**src/rtl/core/pdd_pkg.sv**
```systemverilog
// ----------------------------------------------------------------------------
// pdd_pkg
// Types and constants shared by the differential drive PID modules.
// ----------------------------------------------------------------------------
package pdd_pkg;

    localparam int ERR_W    = 16;
    localparam int GAIN_W   = 13;
    localparam int GAIN_I_W = 11;
    localparam int SPEED_W  = 10;
    localparam int LIMIT_W  = 15;
    localparam int DRIVE_W  = 11;
    localparam int CFG_IDX_W  = 3;
    localparam int CFG_DATA_W = 15;

    localparam logic signed [DRIVE_W-1:0] DRIVE_MAX = 11'sd1000;
    localparam logic signed [DRIVE_W-1:0] DRIVE_MIN = -11'sd1000;

    localparam logic [GAIN_W-1:0]   GAIN_P_RST   = 13'd1024;
    localparam logic [GAIN_W-1:0]   GAIN_D_RST   = 13'd1024;
    localparam logic [GAIN_I_W-1:0] GAIN_I_RST   = 11'd0;
    localparam logic [SPEED_W-1:0]  SPEED_RST    = 10'd300;
    localparam logic [LIMIT_W-1:0]  LIMIT_RST    = 15'd2560;

    typedef enum logic [CFG_IDX_W-1:0] {
        CFG_GAIN_P      = 3'd0,
        CFG_GAIN_D      = 3'd1,
        CFG_GAIN_I      = 3'd2,
        CFG_DRIVE_LEVEL = 3'd3,
        CFG_INT_LIMIT   = 3'd4
    } t_cfg_idx;

    typedef struct packed {
        logic [GAIN_W-1:0]   gain_p;
        logic [GAIN_W-1:0]   gain_d;
        logic [GAIN_I_W-1:0] gain_i;
        logic [SPEED_W-1:0]  drive_level;
        logic [LIMIT_W-1:0]  integral_limit;
    } t_cfg;

    typedef struct packed {
        logic signed [ERR_W-1:0] integral;
        logic signed [ERR_W-1:0] prev_error;
    } t_pid_state;

endpackage

```
**src/rtl/core/pid_differential_drive_top.sv**
```systemverilog
// ----------------------------------------------------------------------------
// pid_differential_drive_top
// Steering PID for a two-wheel drive with clamped integral and saturated output.
// ----------------------------------------------------------------------------
// One error word is accepted per clock while the input side is not stalled. The
// word lands in an input register, the whole control law (three multiplies, the
// sum, truncation and saturation) is combinational from that register, and its
// drive pair is offered from the result register and held there until taken.
// Throughput is one word per cycle unless the result register stalls; the
// integral and previous error update as the pair enters the result register,
// so consecutive words see each other's state. A stalled result register
// stalls the input side only once both registers are full. Configuration
// writes are always ready and take effect on the next word processed.
module pid_differential_drive_top
    import pdd_pkg::*;
(
    input  logic                        i_clk,
    input  logic                        i_rst_n,
    input  logic                        i_in_valid,
    output logic                        o_in_ready,
    input  logic signed [ERR_W-1:0]     i_error,
    input  logic                        i_clear,
    output logic                        o_out_valid,
    input  logic                        i_out_ready,
    output logic signed [DRIVE_W-1:0]   o_left_drive,
    output logic signed [DRIVE_W-1:0]   o_right_drive,
    input  logic                        i_cfg_valid,
    output logic                        o_cfg_ready,
    input  logic [CFG_IDX_W-1:0]        i_cfg_index,
    input  logic [CFG_DATA_W-1:0]       i_cfg_data
);

    t_cfg       w_cfg;
    t_pid_state r_state;
    t_pid_state n_state;

    logic                      r_in_valid;
    logic signed [ERR_W-1:0]   r_error;
    logic                      r_clear;
    logic                      r_out_valid;
    logic signed [DRIVE_W-1:0] r_left;
    logic signed [DRIVE_W-1:0] r_right;
    logic signed [DRIVE_W-1:0] n_left;
    logic signed [DRIVE_W-1:0] n_right;
    logic                      w_adv;

    assign o_cfg_ready = 1'b1;

    pdd_cfg_regs u_cfg_regs (
        .i_clk       (i_clk),
        .i_rst_n     (i_rst_n),
        .i_cfg_valid (i_cfg_valid),
        .i_cfg_index (i_cfg_index),
        .i_cfg_data  (i_cfg_data),
        .o_cfg       (w_cfg)
    );

    pdd_law u_law (
        .i_cfg         (w_cfg),
        .i_state       (r_state),
        .i_error       (r_error),
        .i_clear       (r_clear),
        .o_state       (n_state),
        .o_left_drive  (n_left),
        .o_right_drive (n_right)
    );

    // Advance the held word into the result register when it has room
    assign w_adv      = r_in_valid && (!r_out_valid || i_out_ready);
    assign o_in_ready = !r_in_valid || w_adv;

    always_ff @(posedge i_clk) begin
        if (!i_rst_n) begin
            r_in_valid <= 1'b0;
        end else if (o_in_ready) begin
            r_in_valid <= i_in_valid;
        end
    end

    always_ff @(posedge i_clk) begin
        if (o_in_ready && i_in_valid) begin
            r_error <= i_error;
            r_clear <= i_clear;
        end
    end

    always_ff @(posedge i_clk) begin
        if (!i_rst_n) begin
            r_state     <= '0;
            r_out_valid <= 1'b0;
        end else begin
            if (w_adv) begin
                r_state <= n_state;
            end
            if (w_adv) begin
                r_out_valid <= 1'b1;
            end else if (i_out_ready) begin
                r_out_valid <= 1'b0;
            end
        end
    end

    always_ff @(posedge i_clk) begin
        if (w_adv) begin
            r_left  <= n_left;
            r_right <= n_right;
        end
    end

    assign o_out_valid   = r_out_valid;
    assign o_left_drive  = r_left;
    assign o_right_drive = r_right;

    a_clear_zero: assert property (@(posedge i_clk) disable iff (!i_rst_n)
        w_adv && r_clear |=> o_out_valid && o_left_drive == '0 && o_right_drive == '0)
        else $error("clear word did not give zero drive");

    a_drive_range: assert property (@(posedge i_clk) disable iff (!i_rst_n)
        o_out_valid |-> o_left_drive <= DRIVE_MAX && o_left_drive >= DRIVE_MIN
                     && o_right_drive <= DRIVE_MAX && o_right_drive >= DRIVE_MIN)
        else $error("drive outside saturation range");

    a_full_stall: assert property (@(posedge i_clk) disable iff (!i_rst_n)
        r_in_valid && o_out_valid && !i_out_ready |-> !o_in_ready && !w_adv)
        else $error("pipeline advanced into a stalled result register");

endmodule

```
**src/rtl/core/pdd_cfg_regs.sv**
```systemverilog
// ----------------------------------------------------------------------------
// pdd_cfg_regs
// Configuration register file: gains, base speed and integral clamp.
// ----------------------------------------------------------------------------
module pdd_cfg_regs
    import pdd_pkg::*;
(
    input  logic                  i_clk,
    input  logic                  i_rst_n,
    input  logic                  i_cfg_valid,
    input  logic [CFG_IDX_W-1:0]  i_cfg_index,
    input  logic [CFG_DATA_W-1:0] i_cfg_data,
    output t_cfg                  o_cfg
);

    t_cfg r_cfg;
    t_cfg n_cfg;

    always_comb begin
        n_cfg = r_cfg;
        if (i_cfg_valid) begin
            case (t_cfg_idx'(i_cfg_index))
                CFG_GAIN_P:      n_cfg.gain_p         = i_cfg_data[GAIN_W-1:0];
                CFG_GAIN_D:      n_cfg.gain_d         = i_cfg_data[GAIN_W-1:0];
                CFG_GAIN_I:      n_cfg.gain_i         = i_cfg_data[GAIN_I_W-1:0];
                CFG_DRIVE_LEVEL: n_cfg.drive_level    = i_cfg_data[SPEED_W-1:0];
                CFG_INT_LIMIT:   n_cfg.integral_limit = i_cfg_data[LIMIT_W-1:0];
                default: ; // drop writes beyond the register list
            endcase
        end
    end

    always_ff @(posedge i_clk) begin
        if (!i_rst_n) begin
            r_cfg.gain_p         <= GAIN_P_RST;
            r_cfg.gain_d         <= GAIN_D_RST;
            r_cfg.gain_i         <= GAIN_I_RST;
            r_cfg.drive_level    <= SPEED_RST;
            r_cfg.integral_limit <= LIMIT_RST;
        end else begin
            r_cfg <= n_cfg;
        end
    end

    assign o_cfg = r_cfg;

endmodule

```
**src/rtl/core/pdd_law.sv**
```systemverilog
// ----------------------------------------------------------------------------
// pdd_law
// Control law for one error word: integral clamp, PID sum, drive mixing.
// ----------------------------------------------------------------------------
module pdd_law
    import pdd_pkg::*;
(
    input  t_cfg                       i_cfg,
    input  t_pid_state                 i_state,
    input  logic signed [ERR_W-1:0]    i_error,
    input  logic                       i_clear,
    output t_pid_state                 o_state,
    output logic signed [DRIVE_W-1:0]  o_left_drive,
    output logic signed [DRIVE_W-1:0]  o_right_drive
);

    logic signed [ERR_W:0]   sum;
    logic signed [ERR_W:0]   lim;
    logic signed [ERR_W:0]   sum_clamped;
    logic signed [ERR_W:0]   deriv;
    logic signed [31:0]      prod_p;
    logic signed [31:0]      prod_i;
    logic signed [31:0]      prod_d;
    logic signed [31:0]      acc;
    logic signed [ERR_W-1:0] corr;
    logic signed [17:0]      speed;
    logic signed [17:0]      left_raw;
    logic signed [17:0]      right_raw;
    logic signed [DRIVE_W-1:0] left_sat;
    logic signed [DRIVE_W-1:0] right_sat;

    always_comb begin
        sum = {i_state.integral[ERR_W-1], i_state.integral} + {i_error[ERR_W-1], i_error};
        lim = $signed({2'b00, i_cfg.integral_limit});
        if (sum > lim) begin
            sum_clamped = lim;
        end else if (sum < -lim) begin
            sum_clamped = -lim;
        end else begin
            sum_clamped = sum;
        end
        deriv = {i_error[ERR_W-1], i_error}
              - {i_state.prev_error[ERR_W-1], i_state.prev_error};
    end

    // Use the clamped integral of this tick, not the stored one
    always_comb begin
        prod_p = $signed({1'b0, i_cfg.gain_p}) * i_error;
        prod_i = $signed({1'b0, i_cfg.gain_i}) * sum_clamped;
        prod_d = $signed({1'b0, i_cfg.gain_d}) * deriv;
        acc    = prod_p + prod_i + prod_d;
        // Shift floors; bump negative values with a fraction to truncate toward zero
        corr   = acc[31:16] + ERR_W'(acc[31] && (acc[15:0] != 16'd0));
    end

    always_comb begin
        speed     = $signed({8'd0, i_cfg.drive_level});
        left_raw  = speed - {{2{corr[ERR_W-1]}}, corr};
        right_raw = speed + {{2{corr[ERR_W-1]}}, corr};

        if (left_raw > 18'(DRIVE_MAX)) begin
            left_sat = DRIVE_MAX;
        end else if (left_raw < 18'(DRIVE_MIN)) begin
            left_sat = DRIVE_MIN;
        end else begin
            left_sat = left_raw[DRIVE_W-1:0];
        end

        if (right_raw > 18'(DRIVE_MAX)) begin
            right_sat = DRIVE_MAX;
        end else if (right_raw < 18'(DRIVE_MIN)) begin
            right_sat = DRIVE_MIN;
        end else begin
            right_sat = right_raw[DRIVE_W-1:0];
        end
    end

    always_comb begin
        if (i_clear) begin
            o_state.integral   = '0;
            o_state.prev_error = '0;
            o_left_drive       = '0;
            o_right_drive      = '0;
        end else begin
            o_state.integral   = sum_clamped[ERR_W-1:0];
            o_state.prev_error = i_error;
            o_left_drive       = left_sat;
            o_right_drive      = right_sat;
        end
    end

endmodule

```
**config.mk**
```make
export PLATFORM = sky130hd
export DESIGN_NAME = pid_differential_drive_top
export DESIGN_NICKNAME = d
export VERILOG_FILES = /design/src/rtl/core/pdd_pkg.sv /design/src/rtl/core/pid_differential_drive_top.sv /design/src/rtl/core/pdd_cfg_regs.sv /design/src/rtl/core/pdd_law.sv
export SDC_FILE = /design/constraint.sdc
export NUM_CORES = 2
export LEC_CHECK = 0
export ABC_AREA = 0
export BUFFER_PORTS_ARGS = -buffer_cell sky130_fd_sc_hd__buf_2
export CAP_MARGIN = 30
export CORE_MARGIN = 1
export CORE_UTILIZATION = 50
export DETAILED_ROUTE_END_ITERATION = 8
export PLACE_DENSITY = 0.66
export SLEW_MARGIN = 25
export SYNTH_ARGS = -nofsm -noshare
export SYNTH_HDL_FRONTEND = slang
export SYNTH_SLANG_ARGS = --single-unit
```
**constraint.sdc**
```tcl
create_clock -name i_clk -period 38.7 [get_ports i_clk]
set_input_delay 9.675 -clock i_clk [delete_from_list [all_inputs] [get_ports i_clk]]
set_output_delay 9.675 -clock i_clk [all_outputs]
set_load 0.02 [all_outputs]
```
==> summary.txt <==
Outcome
  – Status: complete, no violations

Timing
  – Clock skew: 0.0169 ns
  – Slew Limit Headroom: 0.335
  – Post-route clock period utilization: 0.515
  – Final slew viol count: 0
  – Hold Vio Cnt, Final: 0
  – Worst slew pin tran: 0.983 ns
  – # setup viols final: 0
  – Final Critical Period: 19.92 ns
  – Max Fclk: 50.2 MHz
  – Final setup TNS: 0 ns
  – RSZ-0062 raised after global routing: no

Worst setup path
  – CP Launch Type: primary input
  – Reg2Reg Depth: 64
  – Crit Path Max Fanout: 4
  – Reg-to-Reg Start: r_error[0]
  – Arrival @ worst endpoint: 10.25 ns
  – Critical R2R Capture: o_left_drive[4]
  – Crit path to: o_in_ready
  – Critical Path Start: i_out_ready
  – CP max stage delay: 0.21 ns
  – Internal reg-to-reg setup slack: 19.83 ns
  – Crit path cell chain: buf_2, nor2b_1, nand2_1, buf_2
  – CP max-delay cell: nor2b_1
  – Crit. End Element: output pin
  – CP Class: primary input to output pin
  – Most numerous cell on the critical path: buf_2
  – CP Data Required Time: 29.02 ns

Detailed routing
  – 1st-iter DRT viols: 1982
  – Routed wire per std cell: 18.5 µm
  – # DRC: 0
  – Routed Antenna Nets: 0
  – Final WL: 95600 µm
  – Via/cell ratio: 5.56
  – Via Count: 28780
  – Drt first pass iters: 7

Clocking
  – CTS tree: done
  – Clk sinks: 135
  – Setup Buffers After CTS: 0
  – CTS clk-pin slew, worst paths: 0.07 ns
  – Clock Tree Root: clkbuf_16
  – Max clock buf depth: 2
  – H-tree level count: 4
  – Post-CTS Resized: 0
  – Num CTS Buffers: 17
  – CTS hold repair buffers: 0
  – Clock latency on the worst-skew pair: 0.50 ns

Yosys
  – Yosys Warn Count: 0
  – Count of cell types in the netlist: 102
  – Compound-Gate Fraction of Synth Area: 0.128
  – Largest family of logic cells by synthesized area: adder cells
  – Post-synthesis sequential area ratio: 0.0849
  – Cell Area, Synth: 36400 µm²
  – EDFF count, synth: 39
  – Synth Area in Simple Gates: 0.182
  – Post-Synth XOR/XNOR Area: 0.0416
  – Flops & latches, synth: 135
  – Synth Instances: 4277
  – Mapped Nets: 5268
  – Adder-cell area share of the yosys netlist: 0.455
  – Post-synth ARST share: 0
  – Synth Flop Type: dfxtp_1
  – Avg Cell Area, Syn: 8.51 µm²
  – Mux contribution to synthesized area: 0.00488

Power and ir drop
  – Clock power frac: 0.064
  – Switching share of power: 0.583
  – Power Total: 2.69 mW
  – Pwr Density: 70.6 nW/µm²
  – Reg power frac: 0.072
  – Combinational power share: 0.864
  – Leakage power: 18.3 nW
  – Worst vdd ir: 0.239 mV
  – Internal: 1.12 mW
  – Net Sw Power: 1.57 mW

Job
  – Max_cap viols: 0

Floorplanning
  – Initial Utilization: 0.508
  – # rows: 98
  – Die Span Y: 272 µm
  – I/O pins: 65
  – Die Width: 272 µm
  – Core area: 71700 µm²
  – Die Area: 73900 µm²

GRT
  – Vias in the first global route: 29126
  – Largest net degree at the start of global routing: 84
  – First-pass GRT wire length: 158000 µm
  – Remaining Overflow, GRT: 0
  – Initial antenna violation count: 2
  – Overall Global Routing Usage: 0.271

Finish
  – Nets@finish: 5204
  – Final Util: 0.531
  – Final Instance Area: 38100 µm²
  – Synth-to-Final Area Change: 4.68%
  – Share of cells above drive strength 1: 0.0485
  – Fillcell total: 6703
  – Antenna cells: 0

Placement
  – # port buffers: 63
  – Cell Area, Placed: 37500 µm²
  – Hpwl dp: 77100 µm
  – RD Place Congestion: 0.892

Min path
  – Worst hold-check path type: flip-flop to flip-flop
## state kept, by name, summed over array words and instances, names as in the netlist
register,count
o_out_valid,1
o_left_drive,11
u_cfg_regs.o_cfg,62
r_clear,1
r_error,16
r_in_valid,1
o_right_drive,11
r_state,32
## power groups by stage
| stage | Combinational (mW) | Clock, mW | Sequential (mW) |
|---|---|---|---|
| 2_1_floorplan | 1.73 | 0 | 0.206 |
| 3_3_place_gp | 2.26 | 0 | 0.197 |
| 3_5_place_dp | 2.27 | 0 | 0.197 |
| 4_1_cts | 2.29 | 0.175 | 0.194 |
| 5_1_grt | 2.56 | 0.181 | 0.195 |
| 6_report | 2.33 | 0.173 | 0.193 |
## how the worst min path moves through the flow
| stage | startpoint | end | slack [ns] | cells past startpoint |
|---|---|---|---|---|
| after floorplan | r_state[16] | r_state[16] | 0.43 | 2 |
| after global placement | r_state[16] | r_state[16] | 0.45 | 2 |
| after detailed placement | r_state[16] | r_state[16] | 0.45 | 2 |
| after CTS | r_state[16] | r_state[16] | 0.47 | 2 |
| after global routing | r_state[30] | r_state[30] | 0.51 | 2 |
| final | r_state[16] | r_state[16] | 0.47 | 2 |
## routing by layer
layer,vias to the layer above,wire length (µm),track usage
li1,13506,-,-
met1,14385,43200,0.383
met2,778,44500,0.439
met3,107,5690,0.0354
met4,4,2110,0.0708
met5,-,26,0
## logic make-up after synthesis
group,Yosys count
XOR/XNOR,170
adder cells (fa/ha/maj),951
flip-flops,135
buffers and inverters,989
other,1
multiplexers,17
AO/OA/AOI/OAI,677
AND/OR/NAND/NOR,1337
## stage by stage
step                      hold WS (ns)  setup WS (ns)  std cells
after global routing             0.508          18.12       5176
after detailed placement         0.454          18.76       5140
final                            0.465          18.78       5176
after floorplan                  0.432          19.00       4277
after global placement           0.446          18.77       5138
after CTS                        0.469          18.77       5172
## synth_stat cells (7+ instances only)
cell / instances / area, µm²
o22ai_1: 18 / 113
mux2i_1: 11 / 110
a211o_1: 7 / 61.3
a311oi_1: 9 / 78.8
nand4_1: 13 / 81.3
nand3_1: 55 / 275
a21boi_0: 61 / 458
clkbuf_1: 149 / 559
a41oi_1: 7 / 61.3
buf_2: 26 / 130
o21a_1: 18 / 135
a211oi_1: 19 / 143
o21bai_1: 16 / 120
a22o_1: 13 / 114
dfxtp_1: 96 / 1920
edfxtp_1: 39 / 1170
xnor2_1: 120 / 1050
o211ai_1: 40 / 300
or4_1: 7 / 52.6
or2_2: 9 / 56.3
nor2b_1: 71 / 444
a21o_1: 60 / 450
o31ai_1: 23 / 173
o21ai_0: 106 / 531
ha_1: 330 / 4130
a31oi_1: 15 / 93.8
inv_1: 794 / 2980
and2_1: 272 / 1700
a32oi_1: 10 / 87.6
nor2_1: 114 / 428
and3_1: 53 / 332
a21oi_1: 162 / 811
or3_1: 21 / 131
nand2b_1: 25 / 156
nand3b_1: 12 / 90.1
fa_1: 621 / 12400
buf_1: 13 / 48.8
nor3_1: 59 / 295
o311ai_0: 9 / 78.8
nor4_1: 12 / 75.1
nand2_1: 579 / 2170
nor3b_1: 7 / 52.6
xor2_1: 48 / 420
## cells in the final DEF (no fill, tap or decap), drive strengths merged, types with 13 or more instances in the layout
cell / instances
or3: 21
and3: 54
nor3: 62
dfxtp: 96
nand2: 579
o22ai: 18
clkbuf: 19
a31oi: 16
nor2: 114
o31ai: 24
a21oi: 165
fa: 621
buf: 112
o211ai: 41
xnor2: 120
and2: 273
a22o: 13
nor2b: 71
a211oi: 22
inv: 803
o21a: 18
o21ai: 113
nor4: 14
a21boi: 61
edfxtp: 39
nand2b: 25
nand3: 56
ha: 330
nand4: 13
a21o: 60
o21bai: 16
xor2: 48
## critical path, delay by kind of cell
family        cells  cell delay (ns)
buf+inv           2             0.26
simple gates      2             0.30
## final cells by class
type                       count  area (µm²)  area share
sequential                   135        3090      0.0811
inverter                     794        2980      0.0782
clock buffer                  19         464      0.0122
tap                          950        1190      0.0312
clock inverter                13         125     0.00328
multi-input combinational   3153       29600       0.776
timing repair buffer         112         686      0.0180
Note: power is estimated with default switching activity, not from simulation.
